===== src/design/sequence_list_table_engine_unit_defines.svh =====
// Assertion macros shared by the list engine RTL.
// Depends on clk_i and rst_ni being present in the module that uses them.
`ifndef SEQUENCE_LIST_TABLE_ENGINE_UNIT_DEFINES_SVH
`define SEQUENCE_LIST_TABLE_ENGINE_UNIT_DEFINES_SVH

// Checks a property on every rising clock edge outside reset.
`define SLTE_ASSERT(label, prop, msg) \
  label: assert property (@(posedge clk_i) disable iff (!rst_ni) (prop)) else $error(msg);

// Checks that a condition is followed by a consequence in the next cycle.
`define SLTE_ASSERT_NEXT(label, ante, cons, msg) \
  label: assert property (@(posedge clk_i) disable iff (!rst_ni) (ante) |=> (cons)) \
    else $error(msg);

`endif


===== src/design/slte_pkg.sv =====
// Package for the list engine: field widths, operation and status codes,
// controller state type. No dependencies.
`default_nettype none

package slte_pkg;

  localparam int unsigned ListDepthDef = 64;
  localparam int unsigned OpW          = 3;
  localparam int unsigned ValW         = 32;
  localparam int unsigned StatusW      = 2;

  localparam logic [OpW-1:0] OP_APPEND = 3'd0;
  localparam logic [OpW-1:0] OP_SEARCH = 3'd1;
  localparam logic [OpW-1:0] OP_DELETE = 3'd2;
  localparam logic [OpW-1:0] OP_UPDATE = 3'd3;
  localparam logic [OpW-1:0] OP_DUMP   = 3'd4;

  localparam logic [StatusW-1:0] STATUS_OK        = 2'd0;
  localparam logic [StatusW-1:0] STATUS_NOT_FOUND = 2'd1;
  localparam logic [StatusW-1:0] STATUS_EMPTY     = 2'd2;
  localparam logic [StatusW-1:0] STATUS_FULL      = 2'd3;

  typedef enum logic [0:0] {
    ST_IDLE,
    ST_SCAN
  } state_e;

endpackage

`default_nettype wire


===== src/design/slte_ram.sv =====
// Generic single-write, single-read RAM with a registered read port.
// No dependencies.
`default_nettype none

module slte_ram #(
  parameter int unsigned Width = 32,
  parameter int unsigned Depth = 64,
  localparam int unsigned AddrW = (Depth > 1) ? $clog2(Depth) : 1
) (
  input  wire logic             clk_i,
  input  wire logic             we_i,
  input  wire logic [AddrW-1:0] waddr_i,
  input  wire logic [Width-1:0] wdata_i,
  input  wire logic             re_i,
  input  wire logic [AddrW-1:0] raddr_i,
  output logic      [Width-1:0] rdata_o
);

  logic [Width-1:0] mem_q [Depth];

  always_ff @(posedge clk_i) begin
    if (we_i) begin
      mem_q[waddr_i] <= wdata_i;
    end
    if (re_i) begin
      rdata_o <= mem_q[raddr_i];
    end
  end

endmodule

`default_nettype wire


===== src/design/sequence_list_table_engine_unit.sv =====
// Ordered value list engine: controller and scan datapath around one list RAM.
// Depends on slte_pkg, slte_ram and sequence_list_table_engine_unit_defines.svh.
//
// Use: an item (operation, value, new value) is taken at a rising edge where
// start is high and busy is low. Every result appears on status_o,
// entry_value_o and last_o for exactly one cycle with result_strobe_o high;
// the receiver cannot stall, so each result is taken in the cycle it is shown.
// Append, unknown operations and any operation on an empty list are handled
// in the accept cycle: busy stays low and the single result (if any) follows
// in the next cycle, so such items may be issued back to back.
// Search, update, delete and dump of a non-empty list raise busy and read the
// list RAM one entry per cycle through its single read port. Search and
// update finish at the first match; delete and dump always walk the whole
// list. Dump emits one result per entry, back to back, the last one flagged.
// Each result appears in the cycle after the scan step that produced it.
// Reset clears the entry count and the controller; the RAM contents are not
// cleared, as only entries below the count are ever read.
`default_nettype none
`include "sequence_list_table_engine_unit_defines.svh"

module sequence_list_table_engine_unit #(
  parameter int unsigned LIST_DEPTH = slte_pkg::ListDepthDef
) (
  input  wire logic                                clk_i,
  input  wire logic                                rst_ni,
  input  wire logic                                start,
  output logic                                     busy,
  input  wire logic        [slte_pkg::OpW-1:0]     operation_i,
  input  wire logic signed [slte_pkg::ValW-1:0]    value_i,
  input  wire logic signed [slte_pkg::ValW-1:0]    new_value_i,
  output logic                                     result_strobe_o,
  output logic             [slte_pkg::StatusW-1:0] status_o,
  output logic signed      [slte_pkg::ValW-1:0]    entry_value_o,
  output logic                                     last_o
);

  localparam int unsigned CntW  = $clog2(LIST_DEPTH + 1);
  localparam int unsigned AddrW = (LIST_DEPTH > 1) ? $clog2(LIST_DEPTH) : 1;
  localparam int unsigned ValW  = slte_pkg::ValW;

  slte_pkg::state_e state_q, state_d;

  logic [CntW-1:0]              cnt_q, cnt_d;
  logic [CntW-1:0]              rd_addr_q, rd_addr_d;
  logic                         rdv_q, rdv_d;
  logic                         found_q, found_d;
  logic [AddrW-1:0]             prev_q, prev_d;
  logic [slte_pkg::OpW-1:0]     op_q, op_d;
  logic [ValW-1:0]              val_q, val_d;
  logic [ValW-1:0]              nv_q, nv_d;
  logic                         strobe_q, strobe_d;
  logic [slte_pkg::StatusW-1:0] status_q, status_d;
  logic [ValW-1:0]              entry_q, entry_d;
  logic                         last_q, last_d;

  logic             ram_we;
  logic [AddrW-1:0] ram_waddr;
  logic [ValW-1:0]  ram_wdata;
  logic             ram_re;
  logic [ValW-1:0]  ram_rdata;

  logic accept_w;
  logic scan_op_w;
  logic scan_done_w;
  logic match_w;
  logic at_end_w;

  assign accept_w = start && !busy;
  assign scan_op_w = (operation_i == slte_pkg::OP_SEARCH) ||
                     (operation_i == slte_pkg::OP_DELETE) ||
                     (operation_i == slte_pkg::OP_UPDATE) ||
                     (operation_i == slte_pkg::OP_DUMP);
  assign match_w  = rdv_q && (ram_rdata == val_q);
  assign at_end_w = rdv_q && (CntW'(prev_q) == (cnt_q - CntW'(1)));

  slte_ram #(
    .Width(ValW),
    .Depth(LIST_DEPTH)
  ) u_list_ram (
    .clk_i  (clk_i),
    .we_i   (ram_we),
    .waddr_i(ram_waddr),
    .wdata_i(ram_wdata),
    .re_i   (ram_re),
    .raddr_i(rd_addr_q[AddrW-1:0]),
    .rdata_o(ram_rdata)
  );

  // Next state.
  always_comb begin
    state_d = state_q;
    case (state_q)
      slte_pkg::ST_IDLE: begin
        if (accept_w && scan_op_w && (cnt_q != '0)) begin
          state_d = slte_pkg::ST_SCAN;
        end
      end
      slte_pkg::ST_SCAN: begin
        if (scan_done_w) begin
          state_d = slte_pkg::ST_IDLE;
        end
      end
      default: state_d = slte_pkg::ST_IDLE;
    endcase
  end

  // Datapath, RAM control and results.
  always_comb begin
    cnt_d       = cnt_q;
    rd_addr_d   = rd_addr_q;
    rdv_d       = 1'b0;
    found_d     = found_q;
    prev_d      = prev_q;
    op_d        = op_q;
    val_d       = val_q;
    nv_d        = nv_q;
    strobe_d    = 1'b0;
    status_d    = slte_pkg::STATUS_OK;
    entry_d     = '0;
    last_d      = 1'b1;
    ram_we      = 1'b0;
    ram_waddr   = cnt_q[AddrW-1:0];
    ram_wdata   = value_i;
    ram_re      = 1'b0;
    scan_done_w = 1'b0;

    case (state_q)
      slte_pkg::ST_IDLE: begin
        if (accept_w) begin
          op_d      = operation_i;
          val_d     = value_i;
          nv_d      = new_value_i;
          rd_addr_d = '0;
          found_d   = 1'b0;
          case (operation_i)
            slte_pkg::OP_APPEND: begin
              strobe_d = 1'b1;
              if (cnt_q == CntW'(LIST_DEPTH)) begin
                status_d = slte_pkg::STATUS_FULL;
              end else begin
                ram_we = 1'b1;
                cnt_d  = cnt_q + CntW'(1);
              end
            end
            slte_pkg::OP_SEARCH, slte_pkg::OP_DELETE, slte_pkg::OP_UPDATE,
            slte_pkg::OP_DUMP: begin
              if (cnt_q == '0) begin
                strobe_d = 1'b1;
                status_d = slte_pkg::STATUS_EMPTY;
              end
            end
            default: ;
          endcase
        end
      end

      slte_pkg::ST_SCAN: begin
        // One read issued per cycle; its data is compared in the next cycle.
        if (rd_addr_q < cnt_q) begin
          ram_re    = 1'b1;
          rd_addr_d = rd_addr_q + CntW'(1);
          rdv_d     = 1'b1;
          prev_d    = rd_addr_q[AddrW-1:0];
        end
        case (op_q)
          slte_pkg::OP_SEARCH, slte_pkg::OP_UPDATE: begin
            if (match_w) begin
              strobe_d    = 1'b1;
              scan_done_w = 1'b1;
              if (op_q == slte_pkg::OP_UPDATE) begin
                ram_we    = 1'b1;
                ram_waddr = prev_q;
                ram_wdata = nv_q;
              end
            end else if (at_end_w) begin
              strobe_d    = 1'b1;
              status_d    = slte_pkg::STATUS_NOT_FOUND;
              scan_done_w = 1'b1;
            end
          end
          slte_pkg::OP_DELETE: begin
            // Once the victim is found, every later entry moves down one place.
            if (rdv_q && found_q) begin
              ram_we    = 1'b1;
              ram_waddr = prev_q - AddrW'(1);
              ram_wdata = ram_rdata;
            end
            if (match_w) begin
              found_d = 1'b1;
            end
            if (at_end_w) begin
              strobe_d    = 1'b1;
              scan_done_w = 1'b1;
              if (found_q || match_w) begin
                cnt_d = cnt_q - CntW'(1);
              end else begin
                status_d = slte_pkg::STATUS_NOT_FOUND;
              end
            end
          end
          slte_pkg::OP_DUMP: begin
            if (rdv_q) begin
              strobe_d    = 1'b1;
              entry_d     = ram_rdata;
              last_d      = at_end_w;
              scan_done_w = at_end_w;
            end
          end
          default: scan_done_w = 1'b1;
        endcase
      end

      default: ;
    endcase
  end

  always_ff @(posedge clk_i or negedge rst_ni) begin
    if (!rst_ni) begin
      state_q   <= slte_pkg::ST_IDLE;
      cnt_q     <= '0;
      rd_addr_q <= '0;
      rdv_q     <= 1'b0;
      found_q   <= 1'b0;
      strobe_q  <= 1'b0;
    end else begin
      state_q   <= state_d;
      cnt_q     <= cnt_d;
      rd_addr_q <= rd_addr_d;
      rdv_q     <= rdv_d;
      found_q   <= found_d;
      strobe_q  <= strobe_d;
    end
  end

  always_ff @(posedge clk_i) begin
    prev_q   <= prev_d;
    op_q     <= op_d;
    val_q    <= val_d;
    nv_q     <= nv_d;
    status_q <= status_d;
    entry_q  <= entry_d;
    last_q   <= last_d;
  end

  assign busy            = (state_q == slte_pkg::ST_SCAN);
  assign result_strobe_o = strobe_q;
  assign status_o        = status_q;
  assign entry_value_o   = entry_q;
  assign last_o          = last_q;

  `SLTE_ASSERT(a_cnt_in_range, cnt_q <= CntW'(LIST_DEPTH), "entry count beyond list depth")
  `SLTE_ASSERT(a_write_in_list, !ram_we || (CntW'(ram_waddr) < cnt_q) || (!busy && CntW'(ram_waddr) == cnt_q), "RAM write outside the list")
  `SLTE_ASSERT_NEXT(a_strobe_cause, !accept_w && !busy, !result_strobe_o, "result with no item in progress")
  `SLTE_ASSERT(a_cnt_step, $stable(cnt_q) || (cnt_q == CntW'($past(cnt_q) + CntW'(1))) || (cnt_q == CntW'($past(cnt_q) - CntW'(1))), "entry count moved by more than one")

endmodule

`default_nettype wire


===== config.mk =====
export PLATFORM = sky130hd
export DESIGN_NAME = sequence_list_table_engine_unit
export DESIGN_NICKNAME = d
export VERILOG_FILES = /design/src/design/slte_pkg.sv /design/src/design/slte_ram.sv /design/src/design/sequence_list_table_engine_unit.sv
export VERILOG_INCLUDE_DIRS = /design/src /design/src/design
export SDC_FILE = /design/constraint.sdc
export NUM_CORES = 2
export LEC_CHECK = 0
export BUFFER_PORTS_ARGS = -buffer_cell sky130_fd_sc_hd__clkbuf_2
export CORE_MARGIN = 2
export CORE_UTILIZATION = 40
export DETAILED_ROUTE_END_ITERATION = 8
export SLEW_MARGIN = 0
export SYNTH_ARGS = -nofsm -noshare
export SYNTH_HDL_FRONTEND = slang
export SYNTH_SLANG_ARGS = --single-unit
export TNS_END_PERCENT = 20

===== constraint.sdc =====
create_clock -name clk_i -period 6.4 [get_ports clk_i]
set_input_delay 1.28 -clock clk_i [delete_from_list [all_inputs] [get_ports clk_i]]
set_output_delay 1.28 -clock clk_i [all_outputs]
set_load 0.02 [all_outputs]

After elaboration in Yosys (flattened, before gate mapping)
Memory sizes are Yosys's and may differ from the RTL's. A register that Yosys moved wholly into a read port is not among the register bits.
Cells that the tools add are included.
{"block": "op_classes", "n_addsub": 4, "n_mul": 0, "div_mod_pow": 0, "n_lt_le_gt_ge": 1, "eq_ne": 19, "shifts": 0, "n_mux": 60, "n_bitwise": 1, "reduce_logical": 22}
{"op": "32-bit 2-to-1 mux", "n": 4}
{"op": "32-bit case mux with 2 select lines", "n": 1}
{"op": "7-bit 2-to-1 mux", "n": 8}
{"op": "32-bit equality test", "n": 1}
{"op": "7-bit case mux with 2 select lines", "n": 2}
{"op": "1-bit 2-to-1 mux", "n": 26}
{"op": "6-bit 2-to-1 mux", "n": 4}
{"op": "7-bit by 1-bit adder with 7-bit output, second input constant", "n": 2}
{"op": "1-bit case mux with 2 select lines", "n": 7}
{"op": "3-bit by 2-bit equality test with 1-bit output, second input constant", "n": 4}
{"op": "2-bit by 1-bit != test with 1-bit output, second input constant", "n": 6}
{"op": "6-bit case mux with 2 select lines", "n": 1}
{"op": "2-bit case mux with 2 select lines", "n": 2}
{"op": "6-bit by 7-bit equality test with 1-bit output", "n": 1}
{"op": "7-bit equality test, second input constant", "n": 1}
{"op": "7-bit logical NOT", "n": 1}
{"op": "7-bit less-than comparator", "n": 1}
{"op": "7-bit nonzero test", "n": 1}
{"op": "7-bit by 1-bit subtractor with 7-bit output, second input constant", "n": 1}
{"op": "3-bit by 1-bit equality test with 1-bit output, second input constant", "n": 2}
{"op": "3-bit equality test, second input constant", "n": 2}
{"op": "1-bit logical AND", "n": 6}
{"op": "2-bit 2-to-1 mux", "n": 3}
{"op": "1-bit case mux with 3 select lines", "n": 2}
{"op": "other kinds (11)", "n": 18}
{"block": "word_totals", "register_bits": 126, "latch_bits": 0, "ram_bits": 2048, "rom_bits": 0, "in_bits": 70, "out_inout_bits": 37, "word_cells": 121, "mem_count": 1}
{"memory": "u_list_ram.mem_q", "words": 64, "word_bits": 32, "read_ports": 1, "rd_ports_with_merged_regs": 1, "write_ports": 1, "line": "slte_ram.sv:19", "rtl": "logic [Width-1:0] mem_q [Depth];"}

Depth between registers and ports, before layout
{"block": "logic_depth", "depth_word": 9, "depth_mapped": 10, "mapped_depth_nobuf": 9}

Hierarchy
A second synthesis with hierarchy kept.
{"block": "unflattened", "hier_cells": 3846, "hier_area_um2": 84617.4}
{"mod": "slte_ram", "n_inst": 1, "cells_per_inst": 3324, "area_per_inst_um2": 78835.6, "seq_area_each_um2": 62459.9}
{"mod": "sequence_list_table_engine_unit", "n_inst": 1, "cells_per_inst": 522, "area_per_inst_um2": 5781.8, "seq_area_each_um2": 3343.2}

Worst setup path before layout
No wires, ideal clock.
{"block": "synth_timing", "path_type": "input to register", "startpoint": "input operation_i[2] in the netlist's numbering", "endpoint": "memory u_list_ram.mem_q[0][0], enable pin", "setup_ps": 461, "t_arrival_ps": 4908, "required_ps": 5939, "path_slack_ps": 1031, "cell_stages": 6, "n_path_buf": 0, "path_cell_list": "or3_1 > nor2_1 > a21boi_0 > inv_1 > a211o_1 > nor3_1"}
{"block": "synth_between", "elab_chain_cells": 6}
{"item": "start, declared", "line": "sequence_list_table_engine_unit.sv:28", "rtl": "input wire logic [slte_pkg::OpW-1:0] operation_i,"}
{"item": "3-bit logical NOT", "line": "sequence_list_table_engine_unit.sv:135", "rtl": "case (operation_i)"}
{"item": "1-bit 2-to-1 mux", "line": "sequence_list_table_engine_unit.sv:135"}
{"item": "1-bit 2-to-1 mux", "line": "sequence_list_table_engine_unit.sv:129", "rtl": "if (accept_w) begin"}
{"item": "1-bit case mux with 2 select lines", "line": "sequence_list_table_engine_unit.sv:127", "rtl": "case (state_q)"}
{"item": "1-bit 2-to-1 mux", "line": "slte_ram.sv:22", "rtl": "if (we_i) begin"}
{"item": "1-bit 2-to-1 mux (not written as such)", "line": "slte_ram.sv:23", "rtl": "mem_q[waddr_i] <= wdata_i;"}
{"item": "end, declared", "line": "slte_ram.sv:19"}
No other way between the ends.

Worst setup path in the final report
{"block": "layout_timing", "startpoint": "register u_list_ram.rdata_o[1], read port of u_list_ram.mem_q", "endpoint": "memory u_list_ram.mem_q[41][11], enable pin"}
{"block": "layout_between", "elab_chain_cells": 7, "word_cells_on_any_way": 10, "classes_between": "eq/ne (1); mux (8); reduce/logical (1)"}
{"item": "start, declared", "line": "slte_ram.sv:16", "rtl": "output logic [Width-1:0] rdata_o"}
{"item": "32-bit equality test (*)", "line": "sequence_list_table_engine_unit.sv:73", "rtl": "assign match_w = rdv_q && (ram_rdata == val_q);"}
{"item": "1-bit logical AND (*)", "line": "sequence_list_table_engine_unit.sv:73"}
{"item": "1-bit 2-to-1 mux", "line": "sequence_list_table_engine_unit.sv:167", "rtl": "if (match_w) begin"}
{"item": "1-bit case mux with 2 select lines", "line": "sequence_list_table_engine_unit.sv:165", "rtl": "case (op_q)"}
{"item": "1-bit case mux with 2 select lines", "line": "sequence_list_table_engine_unit.sv:127"}
{"item": "1-bit 2-to-1 mux", "line": "slte_ram.sv:22"}
{"item": "1-bit 2-to-1 mux (not written as such)", "line": "slte_ram.sv:23"}
Every way passes the cells marked *; elsewhere a longest branch is shown, timed or not.

==> key figures <==
Status
  – Result of the run: finished, final reports clean

Critical path
  – CP peak stage delay: 0.88 ns
  – Maximum fanout along the worst path: 23
  – Critical path required time: 6.87 ns
  – Critical path endpoint category: flip-flop
  – CP max stage cell: sky130_fd_sc_hd__nor3_2
  – Launching element type of the critical path: flip-flop
  – Data arrival time of the critical path: 5.54 ns
  – Ordered cell list for the critical path: xnor2_1 -> nand4_1 -> nor4_1 -> and3_1 -> mux2i_1 -> nand2_1 -> nor3_2 -> buf_4
  – Crit Path Category: reg -> reg

Floorplanning
  – Number of core rows: 169
  – Standard cell core area: 212000 um2
  – Die footprint: 217000 um2
  – Die H: ~470 um
  – Ports: 107
  – Die outline width: approximately 470 um
  – Starting utilization of the core area: 40.2%

Clock tree
  – Maximum buffer depth of the clock tree: 3
  – TritonCTS clock tree: done
  – CTS root buf: sky130_fd_sc_hd__clkbuf_16
  – Clock sink count: 2206
  – Number of hold buffers added after CTS: 0
  – CTS-repair resized insts: 0
  – Clk Latency, worst-skew pair: 0.85 ns
  – Post-CTS clock slew at the launch and capture registers of the worst setup and hold paths: ~0.06 ns
  – Number of H-tree levels: 4
  – Setup bufs post-CTS: 0
  – Number of buffers created by CTS: ~210

STA
  – Setup clock skew after layout: 0.0334 ns
  – Fin. max-slew vios: 0
  – Actual transition at the worst max-transition pin: 1.26 ns
  – Number of endpoints with negative hold slack in the final report: 0
  – Max Clk Rate: 197 MHz
  – Shortest period the worst path allows: approximately 5 ns
  – Final setup violation count: 0
  – RSZ-0062 raised after global routing: false
  – Sum of negative setup slack: 0 ns
  – Period utilisation layout: 79.1%
  – Max_slew headroom: 15.8%
  – Worst-case setup margin in the final layout: 1.34 ns

Drt
  – Wirelength per Cell: 31.1 um
  – Total iterations of the first detailed-routing run: 7
  – Vias per cell: 5.75
  – Count of routing violations after the opening detailed-route iteration: 4942
  – Routed wire length: ~210000 um
  – Count of nets left with antenna violations after detail routing: 0
  – Via count: 39300
  – Remaining DRCs: 0

Global route
  – Largest net degree at the start of global routing: approximately 120
  – Final global-route overflow total: 0
  – Number of global-route vias before repair: 39500
  – First-pass GRT wire length: around 300000 um
  – Antenna violations before repair: 24
  – Total track usage: 19.5%

Finish
  – Fraction of layout cells with a size suffix above 1: roughly 33%
  – Area Overhead vs Synth: 13.8%
  – Total number of nets in the final design: between 3000 and 4000

Placement
  – DP Wirelength: 125000 um
  – Placer's final routability congestion estimate: 0.836
  – Count of buffers from port buffering: about 110
  – Worst slack at placement: 1.48 ns

Synth
  – Post-synth ARST share: 0.816%
  – Register area share after synthesis: 77.2%
  – Number of register bits inferred by synthesis: 2206
  – Most used flip-flop cell after synthesis: sky130_fd_sc_hd__edfxtp_1
  – Post-synthesis instance area: 85200 um2
  – Mean cell area of the mapped netlist: around 24 um2
  – Number of instances in the synthesized netlist: 3589
  – Post-synth EDFFs: 2153
  – Warnings from Yosys: 0
  – Cell variety after synth: 67
  – Post-Syn Nets: between 3000 and 4000

Worst hold path
  – Worst min path class: in -> async

Run
  – Max_cap viols: 0

Power
  – IR Drop Worst-Case VDD: ~0.31 mV
  – PwrDens: 378 nW/um2
  – Leakage: 29.5 nW
[critical path: cells and delay by family, from the launching register on]
family                    cells  cell delay, ns
xor gates and xnor gates      1            0.28
DFF                           1            0.42
muxes                         1            0.81
and+or+nand+nor               5            2.61
buffers and inverters         1            0.54
[cells in the mapped netlist, types with 15 or more instances]
master / number / share of area, %
sky130_fd_sc_hd__a22oi_1: 31 / 0.27
sky130_fd_sc_hd__and2_1: 34 / 0.25
sky130_fd_sc_hd__buf_1: 36 / 0.16
sky130_fd_sc_hd__buf_2: 48 / 0.28
sky130_fd_sc_hd__clkbuf_1: 105 / 0.46
sky130_fd_sc_hd__dfrtp_1: 18 / 0.53
sky130_fd_sc_hd__dfxtp_1: 35 / 0.82
sky130_fd_sc_hd__edfxtp_1: 2153 / 76
sky130_fd_sc_hd__inv_1: 20 / 0.088
sky130_fd_sc_hd__mux2i_1: 15 / 0.18
sky130_fd_sc_hd__mux4_2: 672 / 18
sky130_fd_sc_hd__nand2_1: 75 / 0.33
sky130_fd_sc_hd__nor2_1: 25 / 0.11
sky130_fd_sc_hd__nor3_1: 29 / 0.17
sky130_fd_sc_hd__nor3_2: 44 / 0.52
sky130_fd_sc_hd__o21ai_0: 47 / 0.28
sky130_fd_sc_hd__xnor2_1: 35 / 0.36
[through the flow]
step | cell area (um2) | total power [mW] | utilization [%] | hold slack, ns | instances
final | 97000 | 36.6 | 45.8 | 0.422 | 6842
after global routing | 96900 | 37.9 | 45.8 | 0.419 | 6839
after CTS | 96900 | 37.0 | 45.8 | 0.383 | 6838
after detailed placement | 90400 | 25.1 | 42.7 | 0.521 | 6455
after global placement | 90400 | 25.1 | 42.7 | 0.512 | 6455
after floorplan | 85200 | 22.2 | - | 0.449 | 3589
[path summary, 6_finish.rpt]
| kind | from | end | slack [ns] | cells after the start |
|---|---|---|---|---|
| hold / removal | rst_ni | cnt_q[3] | 0.42 | 1 |
| max in group asynchronous | rst_ni | rd_addr_q[0] | 5.57 | 1 |
| hold reg to reg | u_list_ram.rdata_o[29] | entry_value_o[29] | 0.54 | 1 |
| setup / recovery | u_list_ram.rdata_o[1] | u_list_ram.mem_q[41][11] | 1.34 | 8 |
| min in group clk_i | u_list_ram.rdata_o[29] | entry_value_o[29] | 0.54 | 1 |
| setup reg to reg | u_list_ram.rdata_o[1] | u_list_ram.mem_q[41][11] | 1.34 | 8 |
[report_power, final]
part           internal [mW]  total (mW)  switching [mW]  leakage, nW
clock network           6.62        11.9            5.28         3.20
logic                   3.70        8.18            4.47         6.41
registers               16.2        16.6           0.321         19.9
[cells in the final DEF (no fill, tap or decap), types with 35 or more instances in the layout]
cell type,synthesis,routed
sky130_fd_sc_hd__buf_4,4,126
sky130_fd_sc_hd__clkbuf_1,105,54
sky130_fd_sc_hd__clkinv_1,0,39
sky130_fd_sc_hd__xnor2_1,35,35
sky130_fd_sc_hd__nor3_4,1,45
sky130_fd_sc_hd__clkbuf_16,0,217
sky130_fd_sc_hd__clkbuf_2,0,106
sky130_fd_sc_hd__clkinv_2,0,41
sky130_fd_sc_hd__nand2_1,75,75
sky130_fd_sc_hd__mux4_2,672,672
sky130_fd_sc_hd__dfxtp_1,35,35
sky130_fd_sc_hd__edfxtp_1,2153,2153
[per-layer routing]
metal | vias to the layer above | wire length, um | share of wire, % | track usage [%]
li1 | 15900 | - | - | -
met1 | 21600 | 92000 | 43 | 28.9
met2 | 1532 | 98700 | 46 | 29.6
met3 | 255 | 17600 | 8.3 | 4.30
met4 | 4 | 4530 | 2.1 | 4.51
met5 | - | 33 | 0.016 | 0
[cells by family after synthesis]
group / synth area share (%)
flops: 77.2
mux: 18.0
simple gates: 1.91
buf+inv: 1.13
compound gates: 1.15
xor+xnor: 0.442
fa+ha+maj: 0.147
[cell type report]
cell class	count	area, um2
well taps	2821	3530
multi-input cells	1162	19200
clock inverters	107	827
clock buffers	276	5700
flip-flops and latches	2206	65800
repair buffers	246	1760
diodes	4	10.0
inverters	20	76.3
fillers	17400	115000
[state kept, by name, summed over array words and instances (netlist names)]
name                cells
u_list_ram.mem_q     2048
entry_value_o          32
nv_q                   32
u_list_ram.rdata_o     32
val_q                  32
cnt_q                   7
rd_addr_q               7
prev_q                  6
op_q                    3
status_o                2
busy                    1
found_q                 1
last_o                  1
rdv_q                   1
result_strobe_o         1
(Power assumes the default switching activity.)
